`src/rtl/core/spq_pkg.sv`:
```
package spq_pkg;

  typedef enum logic [1:0] {
    ST_INSERTED     = 2'd0,
    ST_REMOVED      = 2'd1,
    ST_EMPTY_REMOVE = 2'd2,
    ST_FULL_DROP    = 2'd3
  } status_e;

  typedef enum logic {
    REQ_INSERT = 1'b0,
    REQ_REMOVE = 1'b1
  } req_e;

  typedef struct packed {
    logic ins;
    logic rem;
  } spq_ctrl_t;

endpackage

```
`src/rtl/core/spq_cell.sv`:
```
module spq_cell #(
  parameter int ITEM_WIDTH     = 16,
  parameter int PRIORITY_WIDTH = 32
) (
  input  logic                      clk_i,
  input  logic                      rst_ni,
  input  spq_pkg::spq_ctrl_t        ctrl_i,
  input  logic [ITEM_WIDTH-1:0]     new_item_i,
  input  logic [PRIORITY_WIDTH-1:0] new_prio_i,
  input  logic                      prev_ge_i,
  input  logic                      prev_valid_i,
  input  logic [ITEM_WIDTH-1:0]     prev_item_i,
  input  logic [PRIORITY_WIDTH-1:0] prev_prio_i,
  input  logic                      next_valid_i,
  input  logic [ITEM_WIDTH-1:0]     next_item_i,
  input  logic [PRIORITY_WIDTH-1:0] next_prio_i,
  output logic                      ge_o,
  output logic                      valid_o,
  output logic [ITEM_WIDTH-1:0]     item_o,
  output logic [PRIORITY_WIDTH-1:0] prio_o
);
  import spq_pkg::*;

  logic                      valid_q, valid_d;
  logic [ITEM_WIDTH-1:0]     item_q, item_d;
  logic [PRIORITY_WIDTH-1:0] prio_q, prio_d;

  assign ge_o = !valid_q || (prio_q >= new_prio_i);

  always_comb begin
    valid_d = valid_q;
    item_d  = item_q;
    prio_d  = prio_q;
    priority if (ctrl_i.rem) begin
      valid_d = next_valid_i;
      item_d  = next_item_i;
      prio_d  = next_prio_i;
    end else if (ctrl_i.ins && ge_o && !prev_ge_i) begin
      valid_d = 1'b1;
      item_d  = new_item_i;
      prio_d  = new_prio_i;
    end else if (ctrl_i.ins && ge_o) begin
      valid_d = prev_valid_i;
      item_d  = prev_item_i;
      prio_d  = prev_prio_i;
    end
  end

  always_ff @(posedge clk_i or negedge rst_ni) begin
    if (!rst_ni) begin
      valid_q <= 1'b0;
    end else begin
      valid_q <= valid_d;
    end
  end

  always_ff @(posedge clk_i) begin
    item_q <= item_d;
    prio_q <= prio_d;
  end

  assign valid_o = valid_q;
  assign item_o  = item_q;
  assign prio_o  = prio_q;

endmodule

```
`config.mk`:
```
export PLATFORM = sky130hd
export DESIGN_NAME = spq_cell
export DESIGN_NICKNAME = d
export VERILOG_FILES = /design/src/rtl/core/spq_pkg.sv /design/src/rtl/core/spq_cell.sv
export SDC_FILE = /design/constraint.sdc
export NUM_CORES = 1
export LEC_CHECK = 0
export BUFFER_PORTS_ARGS = -buffer_cell sky130_fd_sc_hd__buf_2
export CAP_MARGIN = 20
export CELL_PAD_IN_SITES_DETAIL_PLACEMENT = 0
export CELL_PAD_IN_SITES_GLOBAL_PLACEMENT = 1
export CORE_ASPECT_RATIO = 1.5
export CORE_UTILIZATION = 34
export DETAILED_ROUTE_END_ITERATION = 8
export GPL_ROUTABILITY_DRIVEN = 0
export HOLD_SLACK_MARGIN = 0.03
export PLACE_DENSITY_LB_ADDON = 0.1
export SLEW_MARGIN = 20
export SYNTH_ARGS = -nofsm -noshare
export SYNTH_HDL_FRONTEND = slang
export SYNTH_SLANG_ARGS = --single-unit
export TNS_END_PERCENT = 1
```
`constraint.sdc`:
```
create_clock -name clk_i -period 3.1 [get_ports clk_i]
set_input_delay 0.465 -clock clk_i [delete_from_list [all_inputs] [get_ports clk_i]]
set_output_delay 0.465 -clock clk_i [all_outputs]
set_load 0.02 [all_outputs]
```
**Word level (Yosys, flattened, before mapping)**

Index checks and enable logic that the tools add are counted.

- Register bits after elaboration: 49
- Output and inout bits: 50
- Input port bits: 151

- Reductions and logical operators: 6
- Muxes and demuxes: 9
- Magnitude comparators: 1

Operator list:

| operator | number |
|---|---|
| $mux 32 | 3 |
| $mux 16 | 3 |
| $ge 32x32->1 | 1 |
| $mux 1 | 3 |
| $reduce_bool 3->1 | 1 |
| $logic_and 1x1->1 | 2 |
| $logic_not 1->1 | 2 |
| $logic_or 1x1->1 | 1 |

**Depth between registers and ports, before layout**

Gate-level depths: netlist of the first run.

- Depth after elaboration: 6
- Depth in mapped cells: 10

**Least setup slack after synthesis of the first run**

OpenSTA, ideal clock, no wires.

- Path kind: register to register
- Start point: register prio_q[14] (netlist: prio_o[14])
- End point: register item_q[0] (netlist: item_o[0]), enable pin
- Setup time: 0.384 ns
- Setup slack: 0.239 ns
- Cell stages (with the launch flop): 8
- Arrival time: 2.477 ns
- Clock period less this slack: 2.861 ns
- Cell sequence: edfxtp_1 -> ha_1 -> and4_1 -> nand2_1 -> o41a_1 -> a21oi_1 -> o21a_1 -> or2_2

- Longest elaborated chain between the ends: 5

RTL lines:

| what | RTL line | source |
|---|---|---|
| start: declaration | spq_cell.sv:26 | `logic [PRIORITY_WIDTH-1:0] prio_q, prio_d;` |
| start signal: assignment | spq_cell.sv:59 | `prio_q <= prio_d;` |
| $ge 32x32->1 (*) | spq_cell.sv:28 | `assign ge_o = !valid_q \|\| (prio_q >= new_prio_i);` |
| $logic_or 1x1->1 (*) | spq_cell.sv:28 |  |
| $logic_and 1x1->1 (*) | spq_cell.sv:38, spq_cell.sv:42 |  |
| $logic_and 1x1->1 | spq_cell.sv:38 | `end else if (ctrl_i.ins && ge_o && !prev_ge_i) begin` |
| $reduce_bool 3->1 (no line) (*) | -- |  |
| end signal: assignment | spq_cell.sv:58 | `item_q <= item_d;` |
| end: declaration | spq_cell.sv:25 | `logic [ITEM_WIDTH-1:0] item_q, item_d;` |

Mark *: on every way between the ends. The rest lies on a longest branch, timed or not.
A chain may end at the register's enable or synchronous reset.

**Final worst setup path of the first run**

- Start point: register prio_q[5] (netlist: prio_o[5])
- End point: output port ge_o

- Longest elaborated chain between the ends: 2

RTL lines:

| what | RTL line | source |
|---|---|---|
| $ge 32x32->1 | spq_cell.sv:28 |  |
| $logic_or 1x1->1 | spq_cell.sv:28 |  |
| end: declaration | spq_cell.sv:17 | `output logic ge_o,` |

Every way passes these cells.

==> flow_metrics.env, run 1 <==
export IMPL_run_status="complete, no violations"
export IMPL_vias_in_the_first_global_route=3505
export IMPL_floorplan_die_area_um2=11800
export IMPL_syn_std_cell_area_um2=3850
export IMPL_post_synth_inst_count=368
export IMPL_synth_yosys_seq_area_share=0.381
export IMPL_floorplan_initialDensity=0.349
export IMPL_synth_area_per_cell_um2=10.5
export IMPL_remaining_drc_errors=0
export IMPL_period_needed_ns=2.87
export IMPL_synth_cells_most_frequent="60 x nand2_1, 50 x inv_1, 48 x edfxtp_1, 32 x ha_1, 28 x o311ai_1"
export IMPL_routed_wire_length_per_instance_um=16.2
export IMPL_grt_start_max_net_pins=101
export IMPL_layout_area_overhead_vs_synth_pct=34.4
export IMPL_layout_setup_ws_ns=0.228
export IMPL_cts_tree="done"
export IMPL_peakVddDrop_v=0.000200
export IMPL_port_buffers=200
export IMPL_yosysTopAreaCellShare=0.374
export IMPL_cts_reportedPaths_clkPinSlew_ns=0.07
export IMPL_category_of_the_most_critical_setup_path="reg -> out"
export IMPL_ctsHtreeMaxLevel=2
export IMPL_cp_data_required_time_ns=2.63
export IMPL_max_slew_margin_rel=0.395
export IMPL_finalHoldViolCount=0
export IMPL_top_level_i_o_count=201
export IMPL_cts_sinks=49
export IMPL_ant_nets=0
export IMPL_fp_row_count=47
export IMPL_cp_slowest_stage_delay_ns=0.40
export IMPL_core_region_area_um2=11100
export IMPL_slew_violations=0
export IMPL_dr_total_vias=3581
export IMPL_netlist_top_cell_by_area="edfxtp_1"
export IMPL_diode_count=0
export IMPL_clock_skew_final_ns=0.00434
export IMPL_post_synth_main_area_contributors="edfxtp_1 37%, ha_1 10%, o311ai_2 8.4%, or4b_2 7.0%, o311ai_1 6.4%"
export IMPL_clk_root_buffer_cell="clkbuf_16"
export IMPL_achievable_frequency_ghz=0.348
export IMPL_total_iterations_of_the_first_detailed_routing_run=4
export IMPL_p_total_mw=2.17
export IMPL_via_per_inst=5.08
export IMPL_place_hpwl_mm=8.81
export IMPL_ys_async_sr_fraction=0.0204
export IMPL_synth_edff_count=48
export IMPL_grt_setup_unrepaired="false"
export IMPL_worst_path_slowest_cell="edfxtp_1"
export IMPL_route_final_wire_length_mm=11.4
export IMPL_cap_violations=0
export IMPL_tightestPinTransition_ns=0.908
export IMPL_critical_path_startpoint_type="flip-flop"
export IMPL_layout_core_utilization=0.468
export IMPL_synth_most_common_cell="nand2_1"
export IMPL_critical_path_most_common_cell="a21oi_1"
export IMPL_clk_path_buf_depth=2
export IMPL_synth_seq_cells=49
export IMPL_postSynthNetCount=551
export IMPL_most_used_flip_flop_cell_after_synthesis="edfxtp_1"
export IMPL_globalRoute_totalOverflow=0
export IMPL_detailedRoute_firstIterationViolations=83
export IMPL_critPathMaxFanout=3
export IMPL_final_min_period_over_clock_period=0.926
export IMPL_track_usage=0.193
export IMPL_synthesis_warning_total=0
export IMPL_critPathCaptureType="primary output"
export IMPL_placed_cells_incl_taps=696
export IMPL_cp_cell_sequence="ha_1 > a21oi_1 > o21a_1 > a2bb2oi_1 > a21oi_1 > or2_2 > buf_2"
export IMPL_stdcell_count=705
export IMPL_chipWidth_um=88.9
export IMPL_synth_cell_type_count=35
export IMPL_cts_post_setup_buffers_inserted=0
export IMPL_initial_antenna_violation_count=0
export IMPL_numCtsBuffers=5
export IMPL_power_leakage_nw=2.45
export IMPL_timing_critical_path_arrival_ns=2.41
export IMPL_setup_tns_final_ns=0
export IMPL_power_density_nw_per_um2=419
export IMPL_min_delay_path_class="in -> reg"
export IMPL_finalSetupViolations=0
export IMPL_dpl_worst_slack_ns=0.137
export IMPL_die_height_um=132
export IMPL_nets_final=740
export IMPL_grt_first_pass_wirelength_mm=17.3
export IMPL_clk_latency_ns=0.29
export IMPL_post_route_cells_drive_above_1_share=0.491
## cell usage in the layout (no fill, tap or decap), drive strengths merged, types with 3 or more instances in the layout
| master | n |
|---|---|
| buf | 212 |
| nand2 | 60 |
| inv | 50 |
| edfxtp | 48 |
| o311ai | 48 |
| or4b | 48 |
| ha | 32 |
| a21oi | 15 |
| clkbuf | 7 |
| nor2 | 5 |
| o21ai | 4 |
| o21a | 4 |
| nand2b | 4 |
| nand4 | 3 |
## power by group
group          internal, mW  leakage [nW]  switching, mW
Sequential            0.835         0.501         0.0399
Clock                 0.343        0.0799          0.247
Combinational         0.304          1.87          0.400
Total                  1.48          2.45          0.687
## path summary, 6_finish.rpt
check,startpoint,end,slack [ns],cells after the start
max,prio_o[5],ge_o,0.23,7
min,next_prio_i[4],prio_o[4],0.47,3
max reg2reg,prio_o[5],prio_o[3],0.29,8
min reg2reg,valid_o,valid_o,0.63,1
max in group asynchronous,rst_ni,valid_o,2.51,2
min in group asynchronous,rst_ni,valid_o,0.51,2
## cell families (layout without fill, tap and decap cells)
logic type | count (synthesis) | after routing | synth area share
adder cells (fa/ha/maj) | 32 | 32 | 0.104
flip-flops | 49 | 49 | 0.381
AND/OR/NAND/NOR | 127 | 127 | 0.214
buffers and inverters | 81 | 271 | 0.0955
AO/OA/AOI/OAI | 79 | 79 | 0.206
## per-layer routing
layer  vias up  part of all wire  GRT usage
met4         0            0.0075     0.0376
met5         -                 0          0
li1       1787                 -          -
met2       130              0.52      0.353
met3         5             0.063     0.0332
met1      1659              0.41      0.230
## sequential cells by signal (all words and copies together) (netlist names)
signal / cells
prio_o: 32
valid_o: 1
item_o: 16
## final cells by class
| cell class | instances | area (um2) |
|---|---|---|
| Clock buffer | 7 | 153 |
| Clock inverter | 1 | 5.00 |
| Fill cell | 1148 | 5880 |
| Inverter | 50 | 188 |
| Multi-Input combinational cell | 238 | 2040 |
| Sequential cell | 49 | 1470 |
| Tap cell | 147 | 184 |
| Timing Repair Buffer | 213 | 1140 |
## what timing repair did
item,in CTS,in global routing
hold buffers,1,0
resized for setup,0,0
hold endpoints to repair,1,0
## per-stage QoR
stage / cell area, um2 / hold WS, ns
after floorplan: 3850 / 0.169
after global placement: 5010 / 0.241
after detailed placement: 5010 / 0.242
after CTS: 5180 / 0.468
after global routing: 5180 / 0.475
final: 5180 / 0.471
## critical path, delay by kind of cell, from the launching register on
kind | cells | cell delay, ns
AO/OA/AOI/OAI | 4 | 0.92
flip-flops | 1 | 0.40
adder cells (fa/ha/maj) | 1 | 0.32
buffers and inverters | 1 | 0.17
AND/OR/NAND/NOR | 1 | 0.29
(Power assumes the default switching activity.)
==> run 2, diff against run 1 <==
--- a/config.mk
+++ b/config.mk
@@ -9,7 +9,7 @@
 export CAP_MARGIN = 20
 export CELL_PAD_IN_SITES_DETAIL_PLACEMENT = 0
 export CELL_PAD_IN_SITES_GLOBAL_PLACEMENT = 1
-export CORE_ASPECT_RATIO = 1.5
+export CORE_MARGIN = 5
 export CORE_UTILIZATION = 34
 export DETAILED_ROUTE_END_ITERATION = 8
 export GPL_ROUTABILITY_DRIVEN = 0
==> flow_metrics.env, run 2 (same netlist as run 1, synthesis figures left out) <==
export IMPL_run_status="complete, no violations"
export IMPL_layout_area_overhead_vs_synth_pct=33.4
export IMPL_chipWidth_um=116
export IMPL_nets_final=739
export IMPL_cts_tree="done"
export IMPL_fp_row_count=38
export IMPL_mostFrequentLayoutCells="199 x buf_2, 60 x nand2_1, 50 x inv_1"
export IMPL_dr_total_vias=3617
export IMPL_clk_path_buf_depth=2
export IMPL_largest_register_ffs=32
export IMPL_via_per_inst=5.18
export IMPL_grt_start_max_net_pins=114
export IMPL_cap_violations=0
export IMPL_routed_wire_length_per_instance_um=17.5
export IMPL_clk_root_buffer_cell="clkbuf_16"
export IMPL_worst_path_slowest_cell="o41a_1"
export IMPL_globalRoute_totalOverflow=0
export IMPL_floorplan_die_area_um2=13600
export IMPL_period_needed_ns=2.86
export IMPL_core_region_area_um2=11000
export IMPL_port_buffers=200
export IMPL_most_common_library_cell_in_the_layout_ignoring_fill_and_taps="buf_2"
export IMPL_critical_path_startpoint_type="flip-flop"
export IMPL_clock_skew_final_ns=0.00763
export IMPL_grt_first_pass_wirelength_mm=18.3
export IMPL_min_delay_path_class="in -> reg"
export IMPL_floorplan_initialDensity=0.351
export IMPL_peakVddDrop_v=0.000238
export IMPL_p_total_mw=2.15
export IMPL_power_density_nw_per_um2=418
export IMPL_total_iterations_of_the_first_detailed_routing_run=4
export IMPL_critPathMaxFanout=48
export IMPL_slew_violations=0
export IMPL_achievable_frequency_ghz=0.350
export IMPL_tightestPinTransition_ns=1.04
export IMPL_layout_filler_cells=1090
export IMPL_worstPathBufferInverterCount=1
export IMPL_final_min_period_over_clock_period=0.921
export IMPL_cts_post_setup_buffers_inserted=0
export IMPL_remaining_drc_errors=0
export IMPL_power_leakage_nw=2.42
export IMPL_ctsHtreeMaxLevel=2
export IMPL_post_route_cells_drive_above_1_share=0.487
export IMPL_critPathCaptureType="flip-flop"
export IMPL_track_usage=0.173
export IMPL_highest_signal_layer="met4"
export IMPL_cts_reportedPaths_clkPinSlew_ns=0.07
export IMPL_initial_antenna_violation_count=0
export IMPL_grt_setup_unrepaired="false"
export IMPL_numCtsBuffers=5
export IMPL_route_final_wire_length_mm=12.2
export IMPL_whs_ns=0.465
export IMPL_critical_path_top_delay_family="compound AO/OA/AOI/OAI gates"
export IMPL_detailroute_wirelength_met3_mm=1.12
export IMPL_routedLengthMet1_mm=4.99
export IMPL_place_hpwl_mm=8.96
export IMPL_top_level_i_o_count=201
export IMPL_ant_nets=0
export IMPL_finalHoldViolCount=0
export IMPL_detailedRoute_firstIterationViolations=275
export IMPL_met2_wirelength_mm=5.95
export IMPL_timing_critical_path_arrival_ns=2.85
export IMPL_die_height_um=116
export IMPL_clk_latency_ns=0.29
export IMPL_cts_sinks=49
export IMPL_cp_cell_sequence="ha_1 > and4_1 > nand2_1 > o41a_1 > a211oi_4 > buf_6 > or4b_2 > o311ai_1"
export IMPL_finalSetupViolations=0
export IMPL_vias_in_the_first_global_route=3697
export IMPL_max_slew_margin_rel=0.305
export IMPL_category_of_the_most_critical_setup_path="reg -> reg"
export IMPL_cp_data_required_time_ns=3.09
export IMPL_cp_slowest_stage_delay_ns=0.50
## run 2: cell types whose count changed in the layout (fill, tap and decap cells not counted), sizes merged
| cell | before | now |
|---|---|---|
| clkbuf | 7 | 8 |
| diode | 0 | 1 |
| buf | 212 | 210 |
| nor2 | 5 | 6 |
| clkinv | 1 | 0 |
## run 2: timing repair
| item | CTS | global route |
|---|---|---|
| hold endpoints to repair | 1 | 0 |
| resized for setup | 0 | 1 |
| hold buffers | 1 | 0 |
| setup endpoints to repair | 0 | 20 |
## run 2: worst paths after layout
kind	startpoint	to	slack (ns)	depth (start not counted)
min	next_item_i[0]	item_o[0]	0.47	3
max reg2reg	prio_o[15]	item_o[12]	0.24	8
max	prio_o[15]	item_o[12]	0.24	8
min reg2reg	valid_o	valid_o	0.58	1
max in group asynchronous	rst_ni	valid_o	2.50	2
min in group asynchronous	rst_ni	valid_o	0.52	2
## run 2: worst min-delay path: cells and delay by family
family	cells	cell delay [ns]
AND/OR/NAND/NOR	1	0.04
AO/OA/AOI/OAI	1	0.07
buffers and inverters	1	0.07
## run 2: area by class of cell
class | instances | area (um2) | share of cell area
flip-flops and latches | 49 | 1470 | 0.285
well taps | 140 | 175 | 0.0341
repair buffers | 211 | 1120 | 0.217
diodes | 1 | 2.50 | 0.000487
inverters | 50 | 188 | 0.0365
clock buffers | 8 | 146 | 0.0285
multi-input cells | 239 | 2050 | 0.398
## run 2: power breakdown
| part | switching (mW) | total [mW] | internal, mW |
|---|---|---|---|
| Clock | 0.245 | 0.568 | 0.323 |
| Combinational | 0.407 | 0.707 | 0.300 |
| Sequential | 0.0391 | 0.874 | 0.835 |
## run 2: per-stage QoR
stage	utilization	TNS (ns)	std cells	setup slack [ns]	area, um2
2_1_floorplan	-	0	368	0.239	3850
3_3_place_gp	0.453	-1.44	687	-0.0940	4970
3_5_place_dp	0.453	-2.52	687	-0.155	4970
4_1_cts	0.467	0	696	0.0300	5130
5_1_grt	0.468	0	697	0.0259	5140
6_report	0.468	0	698	0.244	5140
## run 2: routing by layer
layer  up-vias  GRT usage
met2       131      0.291
met1      1689      0.211
li1       1788          -
met4         0     0.0557
met5         -          0
met3         9     0.0544
==> run 3, diff against run 2 <==
--- a/config.mk
+++ b/config.mk
@@ -13,6 +13,7 @@
 export CORE_UTILIZATION = 34
 export DETAILED_ROUTE_END_ITERATION = 8
 export GPL_ROUTABILITY_DRIVEN = 0
+export GPL_TIMING_DRIVEN = 0
 export HOLD_SLACK_MARGIN = 0.03
 export PLACE_DENSITY_LB_ADDON = 0.1
 export SLEW_MARGIN = 20
==> flow_metrics.env, run 3 (same netlist as run 1, synthesis figures left out) <==
export IMPL_timing_reg2reg_setup_slack_ns=0.13
export IMPL_clk_root_buffer_cell="clkbuf_16"
export IMPL_routed_wire_length_per_instance_um=18.5
export IMPL_critical_path_startpoint_type="flip-flop"
export IMPL_min_to="prio_o[31]"
export IMPL_hold_start="next_prio_i[31]"
export IMPL_nets_final=758
export IMPL_vias_in_the_first_global_route=3880
export IMPL_mostFrequentLayoutCells="201 x buf_2, 60 x nand2_1, 50 x inv_1"
export IMPL_critPathCaptureType="flip-flop"
export IMPL_cap_violations=0
export IMPL_max_slew_margin_rel=0.488
export IMPL_period_needed_ns=2.97
export IMPL_setup_tns_final_ns=0
export IMPL_floorplan_die_area_um2=13600
export IMPL_cts_sinks=49
export IMPL_timing_critical_path_arrival_ns=2.88
export IMPL_tightestPinTransition_ns=0.767
export IMPL_dpl_worst_slack_ns=-0.146
export IMPL_clk_latency_ns=0.29
export IMPL_power_density_nw_per_um2=431
export IMPL_cts_reportedPaths_clkPinSlew_ns=0.08
export IMPL_ant_nets=0
export IMPL_cts_tree="done"
export IMPL_place_hpwl_mm=10.1
export IMPL_worst_r2r_cell_count=7
export IMPL_cp_data_required_time_ns=3.02
export IMPL_remaining_drc_errors=0
export IMPL_diode_count=0
export IMPL_numCtsBuffers=5
export IMPL_hold_path_cell_count=3
export IMPL_layout_area_overhead_vs_synth_pct=35.5
export IMPL_top_level_i_o_count=201
export IMPL_ctsHtreeMaxLevel=2
export IMPL_clk_path_buf_depth=2
export IMPL_power_leakage_nw=2.46
export IMPL_layout_setup_ws_ns=0.134
export IMPL_die_height_um=116
export IMPL_layout_filler_cells=1079
export IMPL_run_status="complete, no violations"
export IMPL_most_common_library_cell_in_the_layout_ignoring_fill_and_taps="buf_2"
export IMPL_fp_row_count=38
export IMPL_post_route_cells_drive_above_1_share=0.474
export IMPL_core_region_area_um2=11000
export IMPL_cts_post_setup_buffers_inserted=0
export IMPL_floorplan_initialDensity=0.351
export IMPL_final_min_period_over_clock_period=0.957
export IMPL_total_iterations_of_the_first_detailed_routing_run=4
export IMPL_track_usage=0.188
export IMPL_dr_total_vias=3725
export IMPL_grt_setup_unrepaired="false"
export IMPL_largest_register_ffs=32
export IMPL_detailedRoute_firstIterationViolations=151
export IMPL_placed_cells_incl_taps=707
export IMPL_min_delay_path_class="in -> reg"
export IMPL_finalHoldViolCount=0
export IMPL_r2r_end="prio_o[6]"
export IMPL_reg2reg_from="prio_o[15]"
export IMPL_whs_ns=0.467
export IMPL_critPathMaxFanout=48
export IMPL_peakVddDrop_v=0.000232
export IMPL_initial_antenna_violation_count=0
export IMPL_clock_skew_final_ns=0.0116
export IMPL_category_of_the_most_critical_setup_path="reg -> reg"
export IMPL_route_final_wire_length_mm=13.2
export IMPL_slew_violations=0
export IMPL_achievable_frequency_ghz=0.337
export IMPL_port_buffers=199
export IMPL_chipWidth_um=116
export IMPL_globalRoute_totalOverflow=0
export IMPL_stdcell_count=716
export IMPL_finalSetupViolations=0
export IMPL_grt_first_pass_wirelength_mm=19.7
export IMPL_via_per_inst=5.20
export IMPL_grt_start_max_net_pins=49
-- run 3: cell types whose count changed in the layout (fill, tap and decap cells not counted), sizes merged --
cell | previous run | this run
clkinvlp | 0 | 1
diode | 1 | 0
clkbuf | 8 | 29
buf | 210 | 207
nor2 | 6 | 5
bufinv | 0 | 1
-- run 3: repair_timing --
action | CTS | global route
hold endpoints to repair | 1 | 0
gates resized for setup | 0 | 3
setup endpoints to repair | 0 | 68
hold buffers | 1 | 0
-- run 3: report_power, final --
| group | total, mW | internal [mW] | switching (mW) |
|---|---|---|---|
| Clock | 0.666 | 0.404 | 0.262 |
| Combinational | 0.711 | 0.299 | 0.411 |
| Sequential | 0.876 | 0.835 | 0.0405 |
-- run 3: worst max-delay path, cell delays in order (launching register included) --
cell	delay, ns
edfxtp_1	0.41
ha_1	0.33
and4_1	0.23
nand2_1	0.09
o41a_1	0.46
a21oi_1	0.23
o21a_1	0.18
or2_4	0.63
-- run 3: area by class of cell --
| cell class | count | area [um2] | area share |
|---|---|---|---|
| timing repair buffer | 200 | 1010 | 0.193 |
| clock inverter | 2 | 37.5 | 0.00719 |
| sequential | 49 | 1470 | 0.281 |
| clock buffer | 6 | 139 | 0.0266 |
| multi-input combinational | 238 | 2030 | 0.388 |
| inverter | 50 | 188 | 0.0359 |
| tap | 140 | 175 | 0.0335 |
| buffer | 31 | 181 | 0.0347 |
-- run 3: worst max-delay path by stage --
stage | start | end | cells past startpoint
final | prio_o[15] | prio_o[6] | 7
after global routing | prio_o[15] | prio_o[6] | 7
after CTS | prio_o[27] | prio_o[15] | 9
after detailed placement | new_prio_i[30] | prio_o[15] | 11
after global placement | new_prio_i[30] | prio_o[15] | 9
after floorplan | prio_o[14] | item_o[0] | 7
-- run 3: layer usage --
| layer | GRT usage | vias to the layer above | part of all wire |
|---|---|---|---|
| li1 | - | 1829 | - |
| met1 | 0.246 | 1735 | 0.42 |
| met2 | 0.317 | 148 | 0.49 |
| met3 | 0.0435 | 13 | 0.083 |
| met4 | 0.0464 | 0 | 0.013 |
| met5 | 0 | - | 0 |
-- run 3: per-stage QoR --
step                      power [mW]  utilization  instance area (um2)
after floorplan                 1.32            -                 3850
after global routing            2.38        0.475                 5220
final                           2.25        0.475                 5220
after CTS                       2.27        0.475                 5210
after global placement          1.60        0.458                 5020
after detailed placement        1.61        0.458                 5030
